### config.mk
export PLATFORM = sky130hd
export DESIGN_NAME = sortable_stack_core
export DESIGN_NICKNAME = d
export VERILOG_FILES = /design/src/ss_pkg.sv /design/src/ss_ram.sv /design/src/ss_cmp.sv /design/src/ss_ctrl.sv /design/src/sortable_stack_core.sv
export SDC_FILE = /design/constraint.sdc
export NUM_CORES = 1
export LEC_CHECK = 0
export BUFFER_PORTS_ARGS = -buffer_cell sky130_fd_sc_hd__buf_2
export CAP_MARGIN = 20
export CORE_UTILIZATION = 45
export CTS_BUF_LIST = sky130_fd_sc_hd__clkbuf_4 sky130_fd_sc_hd__clkbuf_8
export DETAILED_ROUTE_END_ITERATION = 8
export PLACE_DENSITY_LB_ADDON = 0.05
export SETUP_SLACK_MARGIN = 0.3
export SLEW_MARGIN = 20
export SYNTH_ARGS = -nofsm -noshare
export SYNTH_HDL_FRONTEND = slang
export SYNTH_SLANG_ARGS = --single-unit
### constraint.sdc
create_clock -name clk -period 4.3 [get_ports clk]
set_clock_uncertainty 0.1 [all_clocks]
set_input_delay 0.86 -clock clk [delete_from_list [all_inputs] [get_ports clk]]
set_output_delay 0.86 -clock clk [all_outputs]
set_load 0.02 [all_outputs]
### src/ss_pkg.sv
// Shared types, request codes and status codes of the sortable stack.
package ss_pkg;

    localparam int DATA_W    = 32;
    localparam int DEPTH_W   = 5;
    localparam int DEF_DEPTH = 16;

    typedef enum logic [1:0] {
        OP_PUSH = 2'd0,
        OP_POP  = 2'd1,
        OP_PEEK = 2'd2,
        OP_SORT = 2'd3
    } op_t;

    typedef enum logic [1:0] {
        ST_OK       = 2'd0,
        ST_OVERFLOW = 2'd1,
        ST_EMPTY    = 2'd2
    } status_t;

    // One result beat from the sequencer: strobe, status and the current top entry.
    typedef struct packed {
        logic                     strobe;
        status_t                  status;
        logic signed [DATA_W-1:0] top;
    } res_t;

endpackage

### src/ss_ram.sv
// Entry store of the stack: one write port and one read port with registered read data.
module ss_ram #(
    parameter int DEPTH = 16,
    parameter int AW    = 4
) (
    input  logic                             clk,
    input  logic                             we,
    input  logic [AW-1:0]                    waddr,
    input  logic signed [ss_pkg::DATA_W-1:0] wdata,
    input  logic [AW-1:0]                    raddr,
    output logic signed [ss_pkg::DATA_W-1:0] rdata
);
    import ss_pkg::*;

    logic signed [DATA_W-1:0] mem [DEPTH];

    // Write port.
    always_ff @(posedge clk)
    begin
        if (we)
        begin
            mem[waddr] <= wdata;
        end
    end

    // Read port, data registered.
    always_ff @(posedge clk)
    begin
        rdata <= mem[raddr];
    end

endmodule

### src/ss_cmp.sv
// Signed compare unit used by the sort sequencer.
module ss_cmp (
    input  logic signed [ss_pkg::DATA_W-1:0] a,
    input  logic signed [ss_pkg::DATA_W-1:0] b,
    output logic                             a_gt_b
);
    import ss_pkg::*;

    // True when the lower entry must move up past the key.
    assign a_gt_b = (a > b);

endmodule

### src/ss_ctrl.sv
// Request sequencer: push, pop and peek handling and the insertion sort over the entry store.
module ss_ctrl #(
    parameter int DEPTH = 16,
    parameter int AW    = 4,
    parameter int CW    = 5
) (
    input  logic                             clk,
    input  logic                             rst_n,
    input  logic                             start,
    input  ss_pkg::op_t                      op,
    input  logic signed [ss_pkg::DATA_W-1:0] value,
    output logic                             busy,
    output ss_pkg::res_t                     res,
    output logic [CW-1:0]                    count,
    output logic                             we,
    output logic [AW-1:0]                    waddr,
    output logic signed [ss_pkg::DATA_W-1:0] wdata,
    output logic [AW-1:0]                    raddr,
    input  logic signed [ss_pkg::DATA_W-1:0] rdata
);
    import ss_pkg::*;

    typedef enum logic [2:0] {
        S_IDLE,
        S_KEYW,
        S_CMP,
        S_PLACE,
        S_TOPRD,
        S_LOADTOP
    } state_t;

    state_t                   state_reg, state_next;
    logic [CW-1:0]            count_reg, count_next;
    logic [CW-1:0]            i_reg, i_next;
    logic [AW-1:0]            j_reg, j_next;
    logic signed [DATA_W-1:0] key_reg, key_next;
    logic signed [DATA_W-1:0] top_reg, top_next;
    status_t                  status_reg, status_next;
    logic                     strobe_reg, strobe_next;
    logic                     gt;
    logic [CW-1:0]            cnt_m1;
    logic [CW-1:0]            cnt_m2;
    logic [CW-1:0]            i_p1;

    ss_cmp u_cmp (
        .a      (rdata),
        .b      (key_reg),
        .a_gt_b (gt)
    );

    assign cnt_m1 = count_reg - CW'(1);
    assign cnt_m2 = count_reg - CW'(2);
    assign i_p1   = i_reg + CW'(1);

    // Next-state logic and store access.
    always_comb
    begin
        state_next  = state_reg;
        count_next  = count_reg;
        i_next      = i_reg;
        j_next      = j_reg;
        key_next    = key_reg;
        top_next    = top_reg;
        status_next = status_reg;
        strobe_next = 1'b0;
        we          = 1'b0;
        waddr       = count_reg[AW-1:0];
        wdata       = value;
        raddr       = '0;
        unique case (state_reg)
            S_IDLE:
            begin
                if (start)
                begin
                    status_next = ST_OK;
                    unique case (op)
                        OP_PUSH:
                        begin
                            strobe_next = 1'b1;
                            if (count_reg == CW'(DEPTH))
                            begin
                                status_next = ST_OVERFLOW;
                            end
                            else
                            begin
                                we         = 1'b1;
                                top_next   = value;
                                count_next = count_reg + CW'(1);
                            end
                        end
                        OP_POP:
                        begin
                            if (count_reg == '0)
                            begin
                                status_next = ST_EMPTY;
                                strobe_next = 1'b1;
                            end
                            else if (count_reg == CW'(1))
                            begin
                                count_next  = '0;
                                strobe_next = 1'b1;
                            end
                            else
                            begin
                                // Fetch the entry that becomes the new top.
                                count_next = cnt_m1;
                                raddr      = cnt_m2[AW-1:0];
                                state_next = S_LOADTOP;
                            end
                        end
                        OP_PEEK:
                        begin
                            strobe_next = 1'b1;
                            if (count_reg == '0)
                            begin
                                status_next = ST_EMPTY;
                            end
                        end
                        OP_SORT:
                        begin
                            if (count_reg < CW'(2))
                            begin
                                strobe_next = 1'b1;
                            end
                            else
                            begin
                                i_next     = CW'(1);
                                raddr      = AW'(1);
                                state_next = S_KEYW;
                            end
                        end
                        default:
                        begin
                            strobe_next = 1'b1;
                        end
                    endcase
                end
            end
            S_KEYW:
            begin
                // Latch the key and fetch its lower neighbour.
                key_next   = rdata;
                j_next     = i_reg[AW-1:0];
                raddr      = i_reg[AW-1:0] - AW'(1);
                state_next = S_CMP;
            end
            S_CMP:
            begin
                if (gt)
                begin
                    // Move the larger entry up one place.
                    we     = 1'b1;
                    waddr  = j_reg;
                    wdata  = rdata;
                    j_next = j_reg - AW'(1);
                    if (j_reg > AW'(1))
                    begin
                        raddr = j_reg - AW'(2);
                    end
                    else
                    begin
                        state_next = S_PLACE;
                    end
                end
                else
                begin
                    state_next = S_PLACE;
                end
            end
            S_PLACE:
            begin
                we     = 1'b1;
                waddr  = j_reg;
                wdata  = key_reg;
                i_next = i_p1;
                if (i_p1 < count_reg)
                begin
                    raddr      = i_p1[AW-1:0];
                    state_next = S_KEYW;
                end
                else
                begin
                    state_next = S_TOPRD;
                end
            end
            S_TOPRD:
            begin
                raddr      = cnt_m1[AW-1:0];
                state_next = S_LOADTOP;
            end
            S_LOADTOP:
            begin
                top_next    = rdata;
                strobe_next = 1'b1;
                state_next  = S_IDLE;
            end
            default:
            begin
                state_next = S_IDLE;
            end
        endcase
    end

    // State and registered outputs.
    always_ff @(posedge clk or negedge rst_n)
    begin
        if (!rst_n)
        begin
            state_reg  <= S_IDLE;
            count_reg  <= '0;
            strobe_reg <= 1'b0;
            status_reg <= ST_OK;
            top_reg    <= '0;
        end
        else
        begin
            state_reg  <= state_next;
            count_reg  <= count_next;
            strobe_reg <= strobe_next;
            status_reg <= status_next;
            top_reg    <= top_next;
        end
    end

    // Working registers, no reset needed.
    always_ff @(posedge clk)
    begin
        i_reg   <= i_next;
        j_reg   <= j_next;
        key_reg <= key_next;
    end

    assign busy       = (state_reg != S_IDLE);
    assign count      = count_reg;
    assign res.strobe = strobe_reg;
    assign res.status = status_reg;
    assign res.top    = top_reg;

endmodule

### src/sortable_stack_core.sv
// Top level of the sortable stack: sequencer, entry store and result formatting.
//
// Channel   Direction  Handshake            Beat fields
// request   in         start && !busy       op, value
// result    out        done (one cycle)     status, top_value, depth
//
// Push, peek, sort of fewer than two entries and a pop that empties or finds the stack
// empty: the result beat follows in the cycle after acceptance, with busy staying low.
// Pop that leaves entries: busy for one cycle while the new top is read, then the beat.
// Sort of n entries: busy while each key is read, moved down past larger entries that shift
// up, and placed, then while the new top is read; then the beat (at most n*(n-1)/2 moves).
// Reset clears the fill count and the sequencer; the result beat cannot be stalled.
module sortable_stack_core #(
    parameter int DEPTH = ss_pkg::DEF_DEPTH
) (
    input  logic                              clk,
    input  logic                              rst_n,
    input  logic                              start,
    output logic                              busy,
    input  logic [1:0]                        op,
    input  logic signed [ss_pkg::DATA_W-1:0]  value,
    output logic                              done,
    output logic [1:0]                        status,
    output logic signed [ss_pkg::DATA_W-1:0]  top_value,
    output logic [ss_pkg::DEPTH_W-1:0]        depth
);
    import ss_pkg::*;

    localparam int AW = $clog2(DEPTH);
    localparam int CW = $clog2(DEPTH + 1);

    res_t                     res;
    logic [CW-1:0]            count;
    logic                     we;
    logic [AW-1:0]            waddr;
    logic [AW-1:0]            raddr;
    logic signed [DATA_W-1:0] wdata;
    logic signed [DATA_W-1:0] rdata;
    op_t                      op_code;

    assign op_code = op_t'(op);

    ss_ctrl #(
        .DEPTH (DEPTH),
        .AW    (AW),
        .CW    (CW)
    ) u_ctrl (
        .clk   (clk),
        .rst_n (rst_n),
        .start (start),
        .op    (op_code),
        .value (value),
        .busy  (busy),
        .res   (res),
        .count (count),
        .we    (we),
        .waddr (waddr),
        .wdata (wdata),
        .raddr (raddr),
        .rdata (rdata)
    );

    ss_ram #(
        .DEPTH (DEPTH),
        .AW    (AW)
    ) u_ram (
        .clk   (clk),
        .we    (we),
        .waddr (waddr),
        .wdata (wdata),
        .raddr (raddr),
        .rdata (rdata)
    );

    // Result beat: an empty stack reports all ones as its top.
    assign done      = res.strobe;
    assign status    = res.status;
    assign top_value = (count == '0) ? '1 : res.top;
    assign depth     = DEPTH_W'(count);

    // Overflow is reported only with a full stack.
    a_ovf_full: assert property (@(posedge clk) disable iff (!rst_n)
        (done && status == ST_OVERFLOW) |-> (count == CW'(DEPTH)))
        else $error("overflow reported while the stack has room");

    // A result beat is only issued with the sequencer back at rest.
    a_done_idle: assert property (@(posedge clk) disable iff (!rst_n)
        done |-> !busy)
        else $error("result beat issued while busy");

    // Push and peek give their result in the next cycle.
    a_fast_ops: assert property (@(posedge clk) disable iff (!rst_n)
        (start && !busy && (op_code == OP_PUSH || op_code == OP_PEEK)) |=> done)
        else $error("push or peek result missing");

    // The fill count never exceeds the capacity.
    a_count_cap: assert property (@(posedge clk) disable iff (!rst_n)
        count <= CW'(DEPTH))
        else $error("fill count beyond capacity");

endmodule

==> impl_metrics.xml <==
<?xml version="1.0" encoding="UTF-8"?>
<metrics>
  <group name="clock_network">
    <metric name="clock_latency" unit="ns">0.72</metric>
    <metric name="clock_tree_from_tritoncts" unit="">yes</metric>
    <metric name="cts_max_level" unit="">3</metric>
    <metric name="clock_tree.root_cell" unit="">sky130_fd_sc_hd__clkbuf_8</metric>
    <metric name="clock_sinks" unit="">628</metric>
    <metric name="cts.path.max_buffers" unit="">3</metric>
    <metric name="cts_buffers" unit="">105</metric>
    <metric name="clock_pin_slew_on_the_worst_setup_and_hold_paths" unit="ns">0.06</metric>
  </group>
  <group name="yosys">
    <metric name="post_synth.cell_area_avg" unit="um^2">14.54</metric>
    <metric name="post-synth-top-count-cell" unit="">sky130_fd_sc_hd__edfxtp_1</metric>
    <metric name="async_reset_ff_share" unit="%">6.847</metric>
    <metric name="ys_ff_latch" unit="">628</metric>
    <metric name="yosysUniqueCellTypes" unit="">76</metric>
    <metric name="yosys_most_used_dff" unit="">sky130_fd_sc_hd__edfxtp_1</metric>
    <metric name="synth_common_cells" unit="">sky130_fd_sc_hd__edfxtp_1, sky130_fd_sc_hd__mux2i_1, sky130_fd_sc_hd__nor4_1</metric>
    <metric name="synth.net_count" unit="">1930</metric>
    <metric name="post-synth-top-area-fraction" unit="%">62.05</metric>
    <metric name="largest_cells_by_area_after_synthesis" unit="">sky130_fd_sc_hd__edfxtp_1, sky130_fd_sc_hd__mux2i_1, sky130_fd_sc_hd__dfrtp_1</metric>
    <metric name="synth_seq_area_share" unit="%">68.47</metric>
    <metric name="post_synth_edffs" unit="">553</metric>
    <metric name="netlist_instances" unit="">1841</metric>
    <metric name="synthesis.area" unit="um^2">26760</metric>
    <metric name="yosysWarnings" unit="">0</metric>
    <metric name="synth_top_cell_by_area" unit="">sky130_fd_sc_hd__edfxtp_1</metric>
  </group>
  <group name="drt">
    <metric name="drt-pass1-iter-count" unit="">5</metric>
    <metric name="drc_errors_left" unit="">0</metric>
    <metric name="drt_iter0_drc" unit="">1466</metric>
    <metric name="vias_per_cell" unit="">5.878</metric>
    <metric name="drt.antenna.violating_nets" unit="">0</metric>
    <metric name="route.detailed.wl_per_inst" unit="um">25.82</metric>
    <metric name="num_vias" unit="">17230</metric>
    <metric name="wirelength" unit="um">75720</metric>
  </group>
  <group name="sta">
    <metric name="totalNegativeSetupSlack" unit="ns">0</metric>
    <metric name="fin_crit_sh" unit="%">91.78</metric>
    <metric name="final.hold.worst_slack" unit="ns">0.05439</metric>
    <metric name="layout_min_cycle_time" unit="ns">3.947</metric>
    <metric name="final_max_slew_viol_count" unit="">0</metric>
    <metric name="slew_at_the_pin_closest_to_its_max_slew_limit" unit="ns">1.004</metric>
    <metric name="rsz_0062_raised_after_global_routing" unit="">yes</metric>
    <metric name="minimum_setup_slack_in_the_final_design" unit="ns">0.3534</metric>
    <metric name="final_report_hold_violation_count" unit="">0</metric>
    <metric name="finalSetupViolations" unit="">0</metric>
    <metric name="slew_headroom" unit="%">32.83</metric>
    <metric name="achievable-frequency" unit="GHz">0.2534</metric>
  </group>
  <group name="worst_setup_path">
    <metric name="start_kind" unit="">flip-flop</metric>
    <metric name="path_max_fanout" unit="">25</metric>
    <metric name="rrSetupSlack" unit="ns">0.35</metric>
    <metric name="worstSetupEndpointType" unit="">flip-flop</metric>
    <metric name="critical_path.reg2reg.endpoint" unit="">u_ram.rdata[0]</metric>
    <metric name="worstPathRequired" unit="ns">4.77</metric>
    <metric name="timing.reg2reg.worst_path_depth" unit="">15</metric>
    <metric name="regToRegStartpoint" unit="">u_ctrl.i_reg[0]</metric>
    <metric name="critical_path_arrival" unit="ns">4.42</metric>
    <metric name="critPathKind" unit="">flip-flop to flip-flop</metric>
  </group>
  <group name="power">
    <metric name="net-switching-power" unit="uW">10440</metric>
    <metric name="share_comb_of_total_power" unit="%">45.7</metric>
    <metric name="p_leak" unit="uW">0.01131</metric>
    <metric name="internal_power" unit="uW">16210</metric>
    <metric name="cellPowerDensity" unit="nW/um^2">829.6</metric>
    <metric name="power.clock.fraction" unit="%">20.3</metric>
    <metric name="power.switching_fraction" unit="%">39.17</metric>
    <metric name="seqPwrFrac" unit="%">34.0</metric>
    <metric name="worst_ir_drop_vdd" unit="uV">467.5</metric>
  </group>
  <group name="die">
    <metric name="die_outline_area" unit="um^2">60450</metric>
    <metric name="die_y_extent" unit="um">245.9</metric>
    <metric name="start_util" unit="%">45.43</metric>
    <metric name="fp.dieW" unit="um">245.9</metric>
    <metric name="row_count" unit="">89</metric>
    <metric name="io_pins" unit="">78</metric>
    <metric name="core_region_area" unit="um^2">58910</metric>
  </group>
  <group name="global_routing">
    <metric name="first_global_vias" unit="">17110</metric>
    <metric name="global_route_total_overflow" unit="">0</metric>
    <metric name="globalRouteTotalUtil" unit="%">25.34</metric>
    <metric name="antenna_violations_before_repair" unit="">2</metric>
    <metric name="grt_start_max_net_pins" unit="">66</metric>
    <metric name="grt_pass1_wl" unit="um">111800</metric>
  </group>
  <group name="run">
    <metric name="drv.max_cap_violation_count" unit="">0</metric>
  </group>
  <group name="final_layout">
    <metric name="final_nets" unit="">2155</metric>
    <metric name="final_core_utilization" unit="%">54.52</metric>
    <metric name="drive_above_1_share" unit="%">28.17</metric>
    <metric name="fillCellCount" unit="">4926</metric>
    <metric name="largest_reg_flops" unit="">512</metric>
    <metric name="top_register" unit="">u_ram.mem</metric>
    <metric name="areaGrowthSynthToFinish" unit="%">20.02</metric>
  </group>
  <group name="placed_design">
    <metric name="detailedPlacementHpwl" unit="um">46430</metric>
    <metric name="worst_slack_after_detailed_placement" unit="ns">-0.0006435</metric>
    <metric name="port_buffers" unit="">77</metric>
    <metric name="gpl.final_weighted_congestion" unit="">0.8730</metric>
  </group>
  <group name="hold_path">
    <metric name="hold_path_class" unit="">input pin to async pin</metric>
  </group>
  <group name="run_status">
    <metric name="result_of_the_run" unit="">finished, final reports clean</metric>
  </group>
</metrics>
per-layer routing:
layer	GRT usage (%)	vias to the layer above	part of all wire (%)
met5	0	-	0
met4	7.837	0	2.3
met3	4.682	126	7.2
met2	38.66	597	45
met1	36.67	8728	45
li1	-	7782	-
area by class of cell:
type                            count  area, um^2  share of cell area, %
Antenna cell                        1       2.502               0.007791
Inverter                           56       210.2                 0.6545
Multi-Input combinational cell   1024        8055                  25.08
Tap cell                          773       967.2                  3.011
Clock inverter                     39       245.2                 0.7635
Sequential cell                   628       18330                  57.07
Clock buffer                      160        1921                  5.980
Timing Repair Buffer              251        2389                  7.437
cell usage in the layout (no fill, tap or decap), types with 28 or more instances in the layout:
cell type / netlist / final
sky130_fd_sc_hd__buf_4: 5 / 118
sky130_fd_sc_hd__a211o_1: 32 / 32
sky130_fd_sc_hd__mux2i_1: 127 / 123
sky130_fd_sc_hd__dfrtp_1: 43 / 43
sky130_fd_sc_hd__a21oi_1: 89 / 80
sky130_fd_sc_hd__nand2_1: 92 / 90
sky130_fd_sc_hd__buf_2: 30 / 76
sky130_fd_sc_hd__mux2_2: 62 / 62
sky130_fd_sc_hd__a32oi_1: 32 / 32
sky130_fd_sc_hd__clkbuf_8: 0 / 115
sky130_fd_sc_hd__nor2_1: 107 / 89
sky130_fd_sc_hd__or2_2: 33 / 33
sky130_fd_sc_hd__ha_1: 52 / 50
sky130_fd_sc_hd__o221a_1: 30 / 30
sky130_fd_sc_hd__o22ai_1: 33 / 33
sky130_fd_sc_hd__clkbuf_4: 0 / 45
sky130_fd_sc_hd__buf_12: 4 / 53
sky130_fd_sc_hd__inv_1: 55 / 55
sky130_fd_sc_hd__a2111oi_1: 19 / 28
sky130_fd_sc_hd__edfxtp_1: 553 / 553
sky130_fd_sc_hd__nor4_1: 127 / 127
repair_timing:
action / CTS / global route
gates resized for setup: 36 / 54
endpoints found under the hold margin: 0 / 0
hold buffers: 0 / 0
endpoints found under the setup margin: 295 / 270
buffers inserted: 1 / 9
pin swaps: 4 / 14
power by group through the flow:
stage	Combinational [uW]	Sequential, uW	Clock [uW]
6_report	12200	9060	5400
5_1_grt	13100	9150	5780
4_1_cts	11900	9040	5510
3_5_place_dp	11600	9160	0
3_3_place_gp	11400	9160	0
2_1_floorplan	7050	8890	0
worst max path at each step:
stage | startpoint | endpoint | slack [ns]
6_report | u_ctrl.i_reg[0] | u_ram.rdata[0] | 0.35
5_1_grt | u_ctrl.i_reg[0] | u_ram.rdata[19] | 0.19
4_1_cts | u_ctrl.i_reg[0] | u_ram.rdata[0] | 0.30
3_5_place_dp | u_ctrl.i_reg[0] | u_ram.rdata[28] | -0.0006
3_3_place_gp | u_ctrl.i_reg[0] | u_ram.rdata[28] | -0.05
2_1_floorplan | u_ctrl.key_reg[14] | u_ram.mem[4][0] | -0.02
logic make-up (layout without fill, tap and decap cells):
kind of cell / Yosys count / after routing / synth area share [%]
AO/OA/AOI/OAI: 354 / 354 / 10.04
AND/OR/NAND/NOR: 419 / 419 / 8.089
flip-flops: 628 / 628 / 68.47
adder cells (fa/ha/maj): 52 / 52 / 2.431
XOR/XNOR: 10 / 10 / 0.3273
other: 0 / 1 / 0
buffers and inverters: 189 / 506 / 3.287
multiplexers: 189 / 189 / 7.359
critical path: stages, from the launching register on:
cell                       delay, ns
sky130_fd_sc_hd__edfxtp_1       0.49
sky130_fd_sc_hd__nand3_1        0.14
sky130_fd_sc_hd__xor2_1         0.22
sky130_fd_sc_hd__inv_1          0.11
sky130_fd_sc_hd__ha_1           0.30
sky130_fd_sc_hd__or2_2          0.29
sky130_fd_sc_hd__a211o_1        0.30
sky130_fd_sc_hd__o41ai_2        0.05
sky130_fd_sc_hd__buf_4          0.20
sky130_fd_sc_hd__o21ai_2        0.09
sky130_fd_sc_hd__and2_2         0.23
sky130_fd_sc_hd__o21a_4         0.19
sky130_fd_sc_hd__buf_12         0.18
sky130_fd_sc_hd__mux2_2         0.29
sky130_fd_sc_hd__o221a_1        0.25
sky130_fd_sc_hd__a211o_1        0.32
stage by stage:
| step | cell area [um^2] | cells | total power (uW) |
|---|---|---|---|
| floorplan | 26760 | 1841 | 15940 |
| global placement | 29550 | 2722 | 20600 |
| detailed placement | 29550 | 2722 | 20790 |
| CTS | 31850 | 2922 | 26420 |
| global route | 32120 | 2932 | 28000 |
| finish | 32120 | 2932 | 26640 |
Note: power is estimated with default switching activity, not from simulation.
